$ cat config.mk
export PLATFORM = sky130hd
export DESIGN_NAME = adc_block_statistics_flat
export DESIGN_NICKNAME = d
export VERILOG_FILES = /design/src/abs_pkg.sv /design/src/abs_ifs.sv /design/src/adc_block_statistics.sv /design/src/abs_ram.sv /design/src/abs_front.sv /design/src/abs_queue.sv /design/src/abs_back.sv /design/src/flat_wrapper.sv
export SDC_FILE = /design/constraint.sdc
export NUM_CORES = 2
export LEC_CHECK = 0
export BUFFER_PORTS_ARGS = -buffer_cell sky130_fd_sc_hd__buf_2
export CORE_ASPECT_RATIO = 1.25
export CORE_MARGIN = 2
export CORE_UTILIZATION = 50
export DETAILED_ROUTE_END_ITERATION = 8
export GPL_TIMING_DRIVEN = 0
export PLACE_DENSITY = 0.72
export SLEW_MARGIN = 10
export SYNTH_ARGS = -nofsm -noshare
export SYNTH_HDL_FRONTEND = slang
export SYNTH_HIERARCHICAL = 1
export SYNTH_SLANG_ARGS = --single-unit
$ cat constraint.sdc
create_clock -name clk -period 13.75 [get_ports clk]
set_clock_uncertainty 0.05 [all_clocks]
set_input_delay 1.375 -clock clk [delete_from_list [all_inputs] [get_ports clk]]
set_output_delay 1.375 -clock clk [all_outputs]
set_load 0.02 [all_outputs]
$ cat src/abs_pkg.sv
// Shared widths, codes, the block descriptor type and the block length function.
package abs_pkg;

  // Fixed widths of the channel fields.
  localparam int SAMPLE_W = 12;
  localparam int DEV_W    = 15;
  localparam int SEL_W    = 2;

  // Internal widths. Samples never exceed 12 bits and blocks never exceed 64 samples.
  localparam int LEN_W  = 7;
  localparam int SUM_W  = 18;
  localparam int SQ_W   = 30;
  localparam int DIV_W  = 38;
  localparam int RAD_W  = 32;
  localparam int ROOT_W = 16;
  localparam int STEP_W = 5;

  // The divider retires two quotient bits per cycle; the root takes one bit per cycle.
  localparam int MEAN_STEPS  = SUM_W / 2;
  localparam int SCALE_STEPS = DIV_W / 2;
  localparam int ROOT_STEPS  = ROOT_W;

  // Block length selector codes. The unused code behaves like the largest length.
  localparam logic [SEL_W-1:0] SEL_16 = 2'd0;
  localparam logic [SEL_W-1:0] SEL_32 = 2'd1;
  localparam logic [SEL_W-1:0] SEL_64 = 2'd2;

  localparam int SHORT_BLOCK = 16;
  localparam int MID_BLOCK   = 32;
  localparam int LONG_BLOCK  = 64;

  // One finished block, handed from the front end to the statistics engine.
  typedef struct packed {
    logic [SUM_W-1:0]    sum;
    logic [SAMPLE_W-1:0] minimum;
    logic [SAMPLE_W-1:0] maximum;
    logic [SAMPLE_W-1:0] last_sample;
    logic                bank;
    logic [LEN_W-1:0]    len;
  } blk_t;

  // Block length for a selector code, limited to the store size.
  function automatic logic [LEN_W-1:0] block_len(input logic [SEL_W-1:0] sel,
                                                 input int max_samples);
    int n;
    case (sel)
      SEL_16:  n = SHORT_BLOCK;
      SEL_32:  n = MID_BLOCK;
      SEL_64:  n = LONG_BLOCK;
      default: n = LONG_BLOCK;
    endcase
    if (n > max_samples) n = max_samples;
    return LEN_W'(n);
  endfunction

endpackage

$ cat src/abs_ifs.sv
// Channel interfaces for samples, results and the block size register.
interface abs_sample_if import abs_pkg::*; ();
  logic                valid;
  logic                ready;
  logic [SAMPLE_W-1:0] sample;

  modport source (output valid, output sample, input ready);
  modport sink (input valid, input sample, output ready);
endinterface

interface abs_result_if import abs_pkg::*; ();
  logic                valid;
  logic                ready;
  logic [SAMPLE_W-1:0] average;
  logic [SAMPLE_W-1:0] minimum;
  logic [SAMPLE_W-1:0] maximum;
  logic [DEV_W-1:0]    deviation;
  logic [SAMPLE_W-1:0] last_sample;

  modport source (output valid, output average, output minimum, output maximum,
                  output deviation, output last_sample, input ready);
  modport sink (input valid, input average, input minimum, input maximum,
                input deviation, input last_sample, output ready);
endinterface

interface abs_cfg_if import abs_pkg::*; ();
  logic             valid;
  logic             ready;
  logic [SEL_W-1:0] size_select;

  modport source (output valid, output size_select, input ready);
  modport sink (input valid, input size_select, output ready);
endinterface

$ cat src/adc_block_statistics.sv
// Once the last sample of a block is transferred, the engine computes its result unless it is
// still busy with an earlier block; a stalled result transfer also holds the result back.
// Throughput: samples are taken one per cycle while a bank is free; per block the engine runs
// the divider twice at two bits per cycle and the root at one bit per cycle, so its cost per
// sample falls as N grows from 16 to 32 and 64.
// Reset selects 16-sample blocks and clears accumulators, queue and result; not the store.
module adc_block_statistics import abs_pkg::*; #(
  parameter int MAX_SAMPLES = 64,
  parameter int SAMPLE_BITS = 12
) (
  input  logic         clk,
  input  logic         rst,
  abs_sample_if.sink   samples,
  abs_result_if.source results,
  abs_cfg_if.sink      cfg
);

  // Only the low bits of a sample take part; the store is that wide.
  localparam int KEEP_W = (SAMPLE_BITS < SAMPLE_W) ? SAMPLE_BITS : SAMPLE_W;
  // The store holds two banks so that one block can fill while the engine reads the other.
  localparam int ADDR_W = $clog2(MAX_SAMPLES) + 1;
  localparam int DEPTH  = 1 << ADDR_W;

  logic              wr_en;
  logic [ADDR_W-1:0] wr_addr;
  logic [KEEP_W-1:0] wr_data;
  logic              rd_en;
  logic [ADDR_W-1:0] rd_addr;
  logic [KEEP_W-1:0] rd_data;
  logic              push_valid;
  logic              push_ready;
  blk_t              push_data;
  logic              pop_valid;
  logic              pop_ready;
  blk_t              pop_data;
  logic              release_bank;

  // The front end writes each sample into the current bank and keeps the running sum,
  // minimum and maximum. When a block is complete, its descriptor goes into the queue
  // and the front end moves to the other bank. It stalls only when both banks are held.
  abs_front #(
    .MAX_SAMPLES(MAX_SAMPLES),
    .KEEP_W     (KEEP_W),
    .ADDR_W     (ADDR_W)
  ) u_front (
    .clk         (clk),
    .rst         (rst),
    .samples     (samples),
    .cfg         (cfg),
    .wr_en       (wr_en),
    .wr_addr     (wr_addr),
    .wr_data     (wr_data),
    .push_valid  (push_valid),
    .push_ready  (push_ready),
    .push_data   (push_data),
    .release_bank(release_bank)
  );

  // Short queue of finished blocks, so that front end and engine stall independently.
  abs_queue u_queue (
    .clk       (clk),
    .rst       (rst),
    .push_valid(push_valid),
    .push_ready(push_ready),
    .push_data (push_data),
    .pop_valid (pop_valid),
    .pop_ready (pop_ready),
    .pop_data  (pop_data)
  );

  abs_ram #(
    .WIDTH (KEEP_W),
    .DEPTH (DEPTH),
    .ADDR_W(ADDR_W)
  ) u_store (
    .clk    (clk),
    .wr_en  (wr_en),
    .wr_addr(wr_addr),
    .wr_data(wr_data),
    .rd_en  (rd_en),
    .rd_addr(rd_addr),
    .rd_data(rd_data)
  );

  // The engine divides the sum by the block length, reads the bank back to sum the squared
  // deviations from that truncated mean, scales by 256 and divides again, then takes the
  // square root. The bank is handed back to the front end once its last entry is read.
  // The result waits in an output register, so the engine may start the next block while
  // the previous transfer is still pending.
  abs_back #(
    .KEEP_W(KEEP_W),
    .ADDR_W(ADDR_W)
  ) u_back (
    .clk         (clk),
    .rst         (rst),
    .pop_valid   (pop_valid),
    .pop_ready   (pop_ready),
    .pop_data    (pop_data),
    .rd_en       (rd_en),
    .rd_addr     (rd_addr),
    .rd_data     (rd_data),
    .release_bank(release_bank),
    .results     (results)
  );

endmodule

$ cat src/abs_ram.sv
// Generic single-write, single-read RAM with registered read data.
module abs_ram #(
  parameter int WIDTH  = 12,
  parameter int DEPTH  = 128,
  parameter int ADDR_W = $clog2(DEPTH)
) (
  input  logic              clk,
  input  logic              wr_en,
  input  logic [ADDR_W-1:0] wr_addr,
  input  logic [WIDTH-1:0]  wr_data,
  input  logic              rd_en,
  input  logic [ADDR_W-1:0] rd_addr,
  output logic [WIDTH-1:0]  rd_data
);

  logic [WIDTH-1:0] mem [DEPTH];

  always_ff @(posedge clk) begin
    if (wr_en) mem[wr_addr] <= wr_data;
    if (rd_en) rd_data <= mem[rd_addr];
  end

endmodule

$ cat src/abs_front.sv
// Front end: takes samples, stores them, keeps sum, minimum and maximum per block.
module abs_front import abs_pkg::*; #(
  parameter int MAX_SAMPLES = 64,
  parameter int KEEP_W      = 12,
  parameter int ADDR_W      = 7
) (
  input  logic              clk,
  input  logic              rst,
  abs_sample_if.sink        samples,
  abs_cfg_if.sink           cfg,
  output logic              wr_en,
  output logic [ADDR_W-1:0] wr_addr,
  output logic [KEEP_W-1:0] wr_data,
  output logic              push_valid,
  input  logic              push_ready,
  output blk_t              push_data,
  input  logic              release_bank
);

  localparam int IDX_W = ADDR_W - 1;
  localparam int BANKS = 2;
  localparam logic [SAMPLE_W-1:0] MIN_RESET = SAMPLE_W'((1 << KEEP_W) - 1);

  logic [SEL_W-1:0]    size_sel;
  logic [LEN_W-1:0]    fill;
  logic [SUM_W-1:0]    sum;
  logic [SAMPLE_W-1:0] run_min;
  logic [SAMPLE_W-1:0] run_max;
  logic                bank;
  logic [1:0]          held;

  logic [SAMPLE_W-1:0] s;
  logic [LEN_W-1:0]    len;
  logic                take;
  logic                closing;
  logic [SUM_W-1:0]    sum_next;
  logic [SAMPLE_W-1:0] min_next;
  logic [SAMPLE_W-1:0] max_next;

  always_comb begin
    s        = SAMPLE_W'(samples.sample[KEEP_W-1:0]);
    len      = block_len(size_sel, MAX_SAMPLES);
    // A bank counts as held from the push of its finished block until the engine has read it back.
    samples.ready = (held < 2'(BANKS)) && push_ready;
    take     = samples.valid && samples.ready;
    closing  = (fill + LEN_W'(1)) == len;
    sum_next = sum + SUM_W'(s);
    min_next = (s < run_min) ? s : run_min;
    max_next = (s > run_max) ? s : run_max;
    push_valid = take && closing;
    push_data  = '{sum: sum_next, minimum: min_next, maximum: max_next,
                   last_sample: s, bank: bank, len: len};
    wr_en   = take;
    wr_addr = {bank, IDX_W'(fill)};
    wr_data = s[KEEP_W-1:0];
    cfg.ready = 1'b1;
  end

  always_ff @(posedge clk) begin
    if (rst) begin
      size_sel <= SEL_16;
      fill     <= '0;
      sum      <= '0;
      run_min  <= MIN_RESET;
      run_max  <= '0;
      bank     <= 1'b0;
      held     <= '0;
    end else begin
      held <= held + 2'(push_valid && push_ready) - 2'(release_bank);
      if (cfg.valid) begin
        size_sel <= cfg.size_select;
        fill     <= '0;
        sum      <= '0;
        run_min  <= MIN_RESET;
        run_max  <= '0;
      end else if (take) begin
        if (closing) begin
          fill    <= '0;
          sum     <= '0;
          run_min <= MIN_RESET;
          run_max <= '0;
          bank    <= ~bank;
        end else begin
          fill    <= fill + LEN_W'(1);
          sum     <= sum_next;
          run_min <= min_next;
          run_max <= max_next;
        end
      end
    end
  end

endmodule

$ cat src/abs_queue.sv
// Two-entry queue of finished block descriptors between front end and engine.
module abs_queue import abs_pkg::*; (
  input  logic clk,
  input  logic rst,
  input  logic push_valid,
  output logic push_ready,
  input  blk_t push_data,
  output logic pop_valid,
  input  logic pop_ready,
  output blk_t pop_data
);

  blk_t       entries [2];
  logic       wr_ptr;
  logic       rd_ptr;
  logic [1:0] count;
  logic       push;
  logic       pop;

  always_comb begin
    push_ready = count != 2'd2;
    pop_valid  = count != 2'd0;
    pop_data   = entries[rd_ptr];
    push       = push_valid && push_ready;
    pop        = pop_valid && pop_ready;
  end

  always_ff @(posedge clk) begin
    if (push) entries[wr_ptr] <= push_data;
  end

  always_ff @(posedge clk) begin
    if (rst) begin
      wr_ptr <= 1'b0;
      rd_ptr <= 1'b0;
      count  <= '0;
    end else begin
      if (push) wr_ptr <= ~wr_ptr;
      if (pop) rd_ptr <= ~rd_ptr;
      count <= count + 2'(push) - 2'(pop);
    end
  end

endmodule

$ cat src/abs_back.sv
// Statistics engine: mean division, squared-deviation pass, scaling and square root.
module abs_back import abs_pkg::*; #(
  parameter int KEEP_W = 12,
  parameter int ADDR_W = 7
) (
  input  logic              clk,
  input  logic              rst,
  input  logic              pop_valid,
  output logic              pop_ready,
  input  blk_t              pop_data,
  output logic              rd_en,
  output logic [ADDR_W-1:0] rd_addr,
  input  logic [KEEP_W-1:0] rd_data,
  output logic              release_bank,
  abs_result_if.source      results
);

  localparam int IDX_W = ADDR_W - 1;

  typedef enum logic [2:0] {
    ST_IDLE,
    ST_MEAN,
    ST_PASS,
    ST_SCALE,
    ST_ROOT,
    ST_EMIT
  } state_t;

  state_t              state;
  logic [LEN_W-1:0]    len;
  logic                bank;
  logic [SAMPLE_W-1:0] blk_min;
  logic [SAMPLE_W-1:0] blk_max;
  logic [SAMPLE_W-1:0] blk_last;
  logic [DIV_W-1:0]    work;
  logic [LEN_W-1:0]    rem;
  logic [STEP_W-1:0]   steps;
  logic [SAMPLE_W-1:0] mean;
  logic [LEN_W-1:0]    rd_idx;
  logic                v1;
  logic                v2;
  logic [SAMPLE_W-1:0] diff;
  logic [SQ_W-1:0]     sq;
  logic [ROOT_W-1:0]   root;
  logic [ROOT_W+1:0]   srem;
  logic                res_valid;
  logic [SAMPLE_W-1:0] res_avg;
  logic [SAMPLE_W-1:0] res_min;
  logic [SAMPLE_W-1:0] res_max;
  logic [DEV_W-1:0]    res_dev;
  logic [SAMPLE_W-1:0] res_last;

  logic [LEN_W:0]      r1;
  logic [LEN_W:0]      r1s;
  logic [LEN_W:0]      r2;
  logic [LEN_W:0]      r2s;
  logic                q1;
  logic                q2;
  logic [DIV_W-1:0]    work_div;
  logic [LEN_W-1:0]    rem_div;
  logic [ROOT_W+3:0]   st;
  logic [ROOT_W+3:0]   trial;
  logic                root_ok;
  logic [ROOT_W+1:0]   srem_n;
  logic [ROOT_W-1:0]   root_n;
  logic [SAMPLE_W-1:0] rv;
  logic [SAMPLE_W-1:0] d;
  logic [2*SAMPLE_W-1:0] prod;
  logic                out_free;

  always_comb begin
    // Two restoring division steps per cycle; the divisor is the block length.
    r1  = {rem, work[DIV_W-1]};
    q1  = r1 >= {1'b0, len};
    r1s = q1 ? (r1 - {1'b0, len}) : r1;
    r2  = {r1s[LEN_W-1:0], work[DIV_W-2]};
    q2  = r2 >= {1'b0, len};
    r2s = q2 ? (r2 - {1'b0, len}) : r2;
    work_div = {work[DIV_W-3:0], q1, q2};
    rem_div  = r2s[LEN_W-1:0];

    // One bit of the integer square root per cycle.
    st      = {srem, work[RAD_W-1 -: 2]};
    trial   = (ROOT_W+4)'({root, 2'b01});
    root_ok = st >= trial;
    srem_n  = root_ok ? (ROOT_W+2)'(st - trial) : st[ROOT_W+1:0];
    root_n  = {root[ROOT_W-2:0], root_ok};

    rv   = SAMPLE_W'(rd_data);
    d    = (rv >= mean) ? (rv - mean) : (mean - rv);
    prod = diff * diff;

    rd_en        = (state == ST_PASS) && (rd_idx < len);
    rd_addr      = {bank, IDX_W'(rd_idx)};
    release_bank = rd_en && ((rd_idx + LEN_W'(1)) == len);
    pop_ready    = state == ST_IDLE;
    out_free     = !res_valid || results.ready;

    results.valid       = res_valid;
    results.average     = res_avg;
    results.minimum     = res_min;
    results.maximum     = res_max;
    results.deviation   = res_dev;
    results.last_sample = res_last;
  end

  always_ff @(posedge clk) begin
    if (rst) begin
      state     <= ST_IDLE;
      res_valid <= 1'b0;
      v1        <= 1'b0;
      v2        <= 1'b0;
    end else begin
      // A new result may replace the one being transferred in the same cycle.
      if ((state == ST_EMIT) && out_free) begin
        res_valid <= 1'b1;
      end else if (results.ready) begin
        res_valid <= 1'b0;
      end
      case (state)
        ST_IDLE: begin
          if (pop_valid) begin
            len      <= pop_data.len;
            bank     <= pop_data.bank;
            blk_min  <= pop_data.minimum;
            blk_max  <= pop_data.maximum;
            blk_last <= pop_data.last_sample;
            work     <= {pop_data.sum, (DIV_W-SUM_W)'(0)};
            rem      <= '0;
            steps    <= STEP_W'(MEAN_STEPS - 1);
            state    <= ST_MEAN;
          end
        end
        ST_MEAN: begin
          work  <= work_div;
          rem   <= rem_div;
          steps <= steps - STEP_W'(1);
          if (steps == '0) begin
            mean   <= work_div[SAMPLE_W-1:0];
            rd_idx <= '0;
            v1     <= 1'b0;
            v2     <= 1'b0;
            sq     <= '0;
            state  <= ST_PASS;
          end
        end
        ST_PASS: begin
          if (rd_en) rd_idx <= rd_idx + LEN_W'(1);
          v1 <= rd_en;
          v2 <= v1;
          if (v1) diff <= d;
          if (v2) sq <= sq + SQ_W'(prod);
          if (!rd_en && !v1 && !v2) begin
            work  <= {sq, (DIV_W-SQ_W)'(0)};
            rem   <= '0;
            steps <= STEP_W'(SCALE_STEPS - 1);
            state <= ST_SCALE;
          end
        end
        ST_SCALE: begin
          work <= work_div;
          rem  <= rem_div;
          if (steps == '0) begin
            srem  <= '0;
            root  <= '0;
            steps <= STEP_W'(ROOT_STEPS - 1);
            state <= ST_ROOT;
          end else begin
            steps <= steps - STEP_W'(1);
          end
        end
        ST_ROOT: begin
          work  <= {work[DIV_W-3:0], 2'b00};
          srem  <= srem_n;
          root  <= root_n;
          steps <= steps - STEP_W'(1);
          if (steps == '0) state <= ST_EMIT;
        end
        ST_EMIT: begin
          if (out_free) begin
            res_avg   <= mean;
            res_min   <= blk_min;
            res_max   <= blk_max;
            res_dev   <= root[DEV_W-1:0];
            res_last  <= blk_last;
            state     <= ST_IDLE;
          end
        end
        default: state <= ST_IDLE;
      endcase
    end
  end

endmodule

$ cat src/flat_wrapper.sv
// flat-port wrapper written by rule: the top's interface ports become plain ports
module adc_block_statistics_flat import abs_pkg::*;
#(
  parameter int MAX_SAMPLES = 64,
  parameter int SAMPLE_BITS = 12
)
  (clk, rst, samples_valid, samples_sample, samples_ready, results_valid, results_average, results_minimum, results_maximum, results_deviation, results_last_sample, results_ready, cfg_valid, cfg_size_select, cfg_ready);
  abs_sample_if samples_i ();
  abs_result_if results_i ();
  abs_cfg_if cfg_i ();
  input  logic clk;
  input  logic rst;
  input wire logic [$bits(samples_i.valid)-1:0] samples_valid;
  input wire logic [$bits(samples_i.sample)-1:0] samples_sample;
  output wire logic [$bits(samples_i.ready)-1:0] samples_ready;
  output wire logic [$bits(results_i.valid)-1:0] results_valid;
  output wire logic [$bits(results_i.average)-1:0] results_average;
  output wire logic [$bits(results_i.minimum)-1:0] results_minimum;
  output wire logic [$bits(results_i.maximum)-1:0] results_maximum;
  output wire logic [$bits(results_i.deviation)-1:0] results_deviation;
  output wire logic [$bits(results_i.last_sample)-1:0] results_last_sample;
  input wire logic [$bits(results_i.ready)-1:0] results_ready;
  input wire logic [$bits(cfg_i.valid)-1:0] cfg_valid;
  input wire logic [$bits(cfg_i.size_select)-1:0] cfg_size_select;
  output wire logic [$bits(cfg_i.ready)-1:0] cfg_ready;
  assign samples_i.valid = samples_valid;
  assign samples_i.sample = samples_sample;
  assign samples_ready = samples_i.ready;
  assign results_valid = results_i.valid;
  assign results_average = results_i.average;
  assign results_minimum = results_i.minimum;
  assign results_maximum = results_i.maximum;
  assign results_deviation = results_i.deviation;
  assign results_last_sample = results_i.last_sample;
  assign results_i.ready = results_ready;
  assign cfg_i.valid = cfg_valid;
  assign cfg_i.size_select = cfg_size_select;
  assign cfg_ready = cfg_i.ready;
  adc_block_statistics #(.MAX_SAMPLES(MAX_SAMPLES), .SAMPLE_BITS(SAMPLE_BITS)) u_core (.clk(clk), .rst(rst), .samples(samples_i), .results(results_i), .cfg(cfg_i));
endmodule
# After elaboration in Yosys (flattened, before gate mapping)
# Memory sizes are Yosys's and may differ from the RTL's. A register that Yosys moved wholly into a read port is not among the register bits.
# Index checks and enable logic that the tools add are counted.
[totals]
reg_bits = 316
ram_bits = 1660
out_inout_bits = 66
elab_cells = 172
memories = 2
[op_classes]
n_addsub = 14
multipliers = 1
order_cmp = 9
eq_ne = 17
muxes = 50
n_bitwise = 5
n_reduce_logical = 41
[mem_list]
columns = ["memory", "words", "width", "rd", "rd_clocked_by_memory_dff", "write_ports", "line", "source"]
rows = [
  ["u_core.u_store.mem", 128, 12, 1, 1, 1, "abs_ram.sv:16", "logic [WIDTH-1:0] mem [DEPTH];"],
  ["u_core.u_queue.entries", 2, 62, 1, 1, 1, "abs_queue.sv:13", "blk_t entries [2];"],
]
[op_table]
columns = ["cell", "n"]
rows = [
  ["one-hot mux 38 bit (4 select lines)", 1],
  ["2-to-1 mux 38 bit", 2],
  ["2-to-1 mux 12 bit", 5],
  ["2-to-1 mux 30 bit", 2],
  ["one-hot mux 30 bit (2 select lines)", 1],
  ["2-to-1 mux 7 bit", 8],
  ["2-to-1 mux 18 bit", 3],
  ["one-hot mux 18 bit (2 select lines)", 1],
  ["one-hot mux 16 bit (2 select lines)", 1],
  ["adder 30 x 24 -> 30 bit", 1],
  ["one-hot mux 7 bit (2 select lines)", 2],
  ["multiplier 12 x 12 -> 24 bit", 1],
  ["subtractor 12 bit", 2],
  ["one-hot mux 7 bit (3 select lines)", 1],
  ["greater-or-equal comparator 20 x 18 -> 1 bit", 1],
  ["one-hot mux 5 bit (4 select lines)", 1],
  ["AND reduction 4 bit", 5],
  ["adder 18 x 12 -> 18 bit", 1],
  ["2-to-1 mux 3 bit", 6],
  ["one-hot mux 3 bit (6 select lines)", 1],
  ["AND reduction 3 bit", 6],
  ["subtractor 18 bit", 1],
  ["greater-or-equal comparator 8 x 7 -> 1 bit", 2],
  ["2-to-1 mux 16 bit", 1],
  ["other kinds (34)", 81],
]

# Longest topological paths before layout
[depth]
depth_word = 9
depth_mapped = 22
depth_no_buf = 21

# Cells and area by module
# Netlist, hierarchy kept.
[modules_own_cells]
columns = ["mod", "n_inst", "cells_each", "area_each_um2"]
rows = [
  ["abs_ram", 1, 2362, 59248.1],
  ["abs_back", 1, 1523, 16936.2],
  ["abs_queue", 1, 217, 5011.1],
  ["abs_front", 1, 509, 4077.7],
]

# Least setup slack after synthesis
# Ideal clock, no wire load.
[synth_timing]
path_type = "input-to-reg"
startpoint = "in results_ready"
endpoint = "reg u_core.u_back.res_avg[0] (netlist: u_core/u_back/results.average[0]), enable pin"
arrival_ns = 6.095
required_ns = 13.124
path_slack_ns = 7.029
path_stages = 2
n_path_buf = 0
cell_sequence = "nand2b_1 -> nor3b_1"
[synth_between]
elab_chain_cells = 2
[synth_rtl]
columns = ["element", "line", "source"]
rows = [
  ["start: declaration", "flat_wrapper.sv:22", "input wire logic [$bits(results_i.ready)-1:0] results_ready;"],
  ["logical OR 1 bit", "abs_back.sv:97", "out_free = !res_valid || results.ready;"],
  ["AND reduction 3 bit (no source line)", "--", ""],
  ["end signal: assignment", "abs_back.sv:181", "res_avg <= mean;"],
  ["end: declaration", "abs_back.sv:47", "logic [SAMPLE_W-1:0] res_avg;"],
]
# No other way between the ends.
# A chain may end at the register's enable or synchronous reset.

# Worst setup path in the final report
[layout_timing]
startpoint = "reg u_core.u_back.diff[4]"
endpoint = "reg u_core.u_back.sq[21], data pin"
[layout_between]
elab_chain_cells = 4
[layout_rtl]
columns = ["element", "line", "source"]
rows = [
  ["start: declaration", "abs_back.sv:42", "logic [SAMPLE_W-1:0] diff;"],
  ["start signal: assignment", "abs_back.sv:151", "if (v1) diff <= d;"],
  ["multiplier 12 x 12 -> 24 bit", "abs_back.sv:91", "prod = diff * diff;"],
  ["adder 30 x 24 -> 30 bit", "abs_back.sv:152", "if (v2) sq <= sq + SQ_W'(prod);"],
  ["2-to-1 mux 30 bit", "abs_back.sv:152", ""],
  ["one-hot mux 30 bit (2 select lines)", "abs_back.sv:120", "case (state)"],
  ["end signal: assignment", "abs_back.sv:152", ""],
  ["end: declaration", "abs_back.sv:43", "logic [SQ_W-1:0] sq;"],
]
# No other way between the ends. The select of a mux whose other input is x is not followed.

==> results.md <==
| Result | Value | Unit |
|---|---|---|
| Result of the run | finished clean | - |
| Clk root buf | sky130_fd_sc_hd__clkbuf_16 | - |
| Pre-CTS setup slack | 7.08 | ns |
| Number of nets in the layout | 5,213 | - |
| Cell-by-cell listing of the critical path | clkbuf_1, inv_1, nor2_1, fa_1, fa_1, fa_1, fa_1, inv_1, fa_1, inv_1, ha_1, buf_2, nand3_1, nor2_1, nor4b_2, a21oi_1, or3_1, a21oi_2, nor4b_1, a311o_1 | - |
| Power per standard cell area | 128 | mW/mm² |
| Post-CTS Repair Setup Buffers | 0 | - |
| Port bufs | 82 | - |
| Setup violations, final | 0 | - |
| Most prevalent standard cell on the critical path | sky130_fd_sc_hd__fa_1 | - |
| Unique masters post-synth | 85 | - |
| Final period demand of the worst path | 6.78 | ns |
| HPWL after detailed placement | 134,000 | µm |
| Number of hold-repair buffers added at the cts stage | 0 | - |
| Utilization of the core after routing | 56.2 | % |
| Violation count after the first detailed-route iteration | 5,024 | - |
| Unrepaired setup endpoints after global routing | false | - |
| DR WL/cell | 27.5 | µm |
| Final RePlAce weighted congestion | 0.956 | - |
| EDFF count, synth | 1,924 | - |
| Setup TNS | 0 | ns |
| Placed cell areas | 0.0891 | mm² |
| Max Cap Violations | 0 | - |
| Aggregate global-route resource usage | 23.2 | % |
| H-tree Lvls | 4 | - |
| Post-route ant nets | 0 | - |
| Count of pins over their slew limit | 0 | - |
| Core region area | 0.170 | mm² |
| Tcrit/Tclk final | 49.3 | % |
| Vias in the first global route | 44,200 | - |
| TritonCTS clock tree | yes | - |
| Number of clock sinks seen by CTS | 1,989 | - |
| Clock slew seen by the registers of the worst setup and hold paths | 0.06 | ns |
| Leakage power summed over all cells | 0.0321 | µW |
| Maximum single-stage delay on the critical path | 0.56 | ns |
| Gate count of the mapped netlist | 4,611 | - |
| Pin count of the biggest net entering global routing | 129 | - |
| Worst hold-check path type | flop to flop | - |
| Remaining design rule violation count | 0 | - |
| Number of optimization iterations in the first detailed-route pass | 6 | - |
| Global-route congestion overflow total | 0 | - |
| Bufs on Longest Clock Path | 3 | - |
| Path type of the worst setup path | flop to flop | - |
| Worst VDD drop | 0.143 | mV |
| Crit path buf inv count | 5 | - |
| Clk Latency, worst-skew pair | 0.83 | ns |
| Most frequently used flop master after synthesis | sky130_fd_sc_hd__edfxtp_1 | - |
| Maximum operating frequency | 148 | MHz |
| Area added between synthesis and finish | 11.7 | % |
| Share of async-settable or async-resettable flops after synthesis | 0 | % |
| Final count of hold timing violations | 0 | - |
| Clock buffer count from CTS | 179 | - |
| Die span in x | 373 | µm |
| Critical path required time | 14.27 | ns |
| DR vias/cell | 6.02 | - |
| Worst hold slack | 0.362 | ns |
| Synth Cell Area | 0.0853 | mm² |
| Endpoint class of the critical path | flop | - |
| Global-route wire length before repair | 294,000 | µm |
| Crit-path max FO | 10 | - |
| Number of primary I/O pins | 85 | - |
| Post-synthesis average cell area | 18.5 | µm² |
| Critical Path AT | 7.29 | ns |
| YS warnings | 6 | - |
| Setup slack after layout | 6.97 | ns |
| Layout cell share with drive strength beyond 1 | 23.5 | % |
| Die Span Y | 466 | µm |
| Top-area cell type share of the netlist area | 67.8 | % |
| Placement row count | 169 | - |
| Post_cts resized | 0 | - |
| Initial cell density of the core | 50.3 | % |
| CP delay by family, top | adder cells | - |
| Worst relative slew slack | 8.90 | % |
| Fraction of the yosys area taken by sequential cells | 69.3 | % |
| Kind of launch point of the worst setup path | flop | - |
| Max stage delay cell, worst path | sky130_fd_sc_hd__fa_1 | - |
| Cell types occupying the most area after synthesis | sky130_fd_sc_hd__edfxtp_1 (68%), sky130_fd_sc_hd__mux4_2 (13%), sky130_fd_sc_hd__fa_1 (2.4%) | - |
| Final std cell area, no fill | 0.0953 | mm² |
| Total number of vias | 44,000 | - |
| Leading area contributor after synthesis | sky130_fd_sc_hd__edfxtp_1 | - |
| Final routed wirelength across all metal layers | 201,000 | µm |
| Post-synthesis sequential element count | 1,989 | - |
| Die outline area | 0.174 | mm² |
| Number of antenna violations at the first check in global routing | 4 | - |
| Slew @ Worst Pin | 1.37 | ns |
## stage by stage
| step | power, µW | std cells |
|---|---|---|
| final | 12200 | 7300 |
| after global routing | 12600 | 7299 |
| after CTS | 12300 | 7289 |
| after detailed placement | 7370 | 6957 |
| after global placement | 7350 | 6919 |
| after floorplan | 7180 | 4614 |
## flip-flops by register name, indices dropped and copies added, names as in the netlist, 12 cells and up, named ones only
register                           count
u_core/u_store/mem                  1536
u_core/u_queue/entries               124
u_core/u_back/work                    38
u_core/u_back/sq                      30
u_core/u_back/srem                    18
u_core/u_front/sum                    18
u_core/u_back/root                    16
u_core/u_back/results.deviation       15
u_core/u_back/blk_last                12
u_core/u_back/blk_max                 12
u_core/u_back/blk_min                 12
u_core/u_back/diff                    12
u_core/u_back/mean                    12
u_core/u_back/results.average         12
u_core/u_back/results.last_sample     12
u_core/u_back/results.maximum         12
u_core/u_back/results.minimum         12
u_core/u_front/run_max                12
u_core/u_front/run_min                12
u_core/u_store/rd_data                12
## layer usage
metal  global-route usage [%]  vias to the layer above  wire length [µm]
met5                        0                        -                39
met2                     40.5                     2032            104000
met3                     4.05                      448             15000
li1                         -                    18700                 -
met1                     28.2                    22800             72100
met4                     10.5                        6             10100
## logic make-up after synthesis
kind of cell	synth area share (%)
other cells	0.00881
xor+xnor	0.883
fa+ha+maj	4.88
compound gates	3.00
buf+inv	2.83
simple gates	3.95
flops	69.3
mux	15.2
## cells in the mapped netlist, types with 33 or more instances
master and count:
sky130_fd_sc_hd__and2_1 54, sky130_fd_sc_hd__a21oi_1 96, sky130_fd_sc_hd__edfxtp_1 1924, sky130_fd_sc_hd__dfxtp_1 65, sky130_fd_sc_hd__nand2_1 189, sky130_fd_sc_hd__mux4_2 504
sky130_fd_sc_hd__clkbuf_1 123, sky130_fd_sc_hd__buf_4 56, sky130_fd_sc_hd__ha_1 166, sky130_fd_sc_hd__nor2b_1 35, sky130_fd_sc_hd__nand3_1 42, sky130_fd_sc_hd__buf_2 43
sky130_fd_sc_hd__inv_1 279, sky130_fd_sc_hd__fa_1 104, sky130_fd_sc_hd__nor2_1 269, sky130_fd_sc_hd__mux2_4 61, sky130_fd_sc_hd__mux2i_1 33, sky130_fd_sc_hd__xnor2_1 54
sky130_fd_sc_hd__o21ai_0 70
## placed cells by master, fill, tap and decap left out, drive strengths merged, types with 17 or more instances in the layout
master	Yosys	routed
inv	281	291
a21o	33	33
xnor2	54	54
nand2b	22	22
nor3	29	29
clkinv	0	86
bufinv	0	17
dfxtp	65	65
a21oi	100	100
nand2	191	191
edfxtp	1924	1924
mux2	91	91
nor2	272	272
o21a	18	18
mux2i	33	33
and3	18	18
nand3	44	44
o21ai	75	75
xor2	32	32
mux4	504	504
a22oi	25	25
fa	104	104
ha	166	166
clkbuf	125	337
and2	54	54
buf	126	255
nand4	19	19
nor2b	35	35
## path summary, 6_finish.rpt
| check | to | slack [ns] | depth (start not counted) | startpoint |
|---|---|---|---|---|
| setup / recovery | u_core/u_back/sq[21] | 6.97 | 20 | u_core/u_back/diff[4] |
| hold / removal | u_core/u_back/results.last_sample[11] | 0.36 | 0 | u_core/u_back/blk_last[11] |
| setup reg to reg | u_core/u_back/sq[21] | 6.97 | 20 | u_core/u_back/diff[4] |
| hold reg to reg | u_core/u_back/results.last_sample[11] | 0.36 | 0 | u_core/u_back/blk_last[11] |
## power by group
group | internal [µW] | leakage, µW | total, µW | switching (µW)
registers | 6690 | 0.0179 | 6710 | 17.1
logic | 186 | 0.0114 | 548 | 362
clock network | 2750 | 0.00284 | 4970 | 2210
total | 9630 | 0.0321 | 12200 | 2590
## final cells by class
type,instances,area [µm²]
antenna,2,5.00
multi-input combinational,2093,24000
inverter,281,1050
clock inverter,120,1190
fill,12600,74300
timing repair buffer,129,1140
clock buffer,212,4630
buffer,251,1410
tap,2223,2780
sequential,1989,59100
No activity file was read; power rests on OpenSTA's default activity.
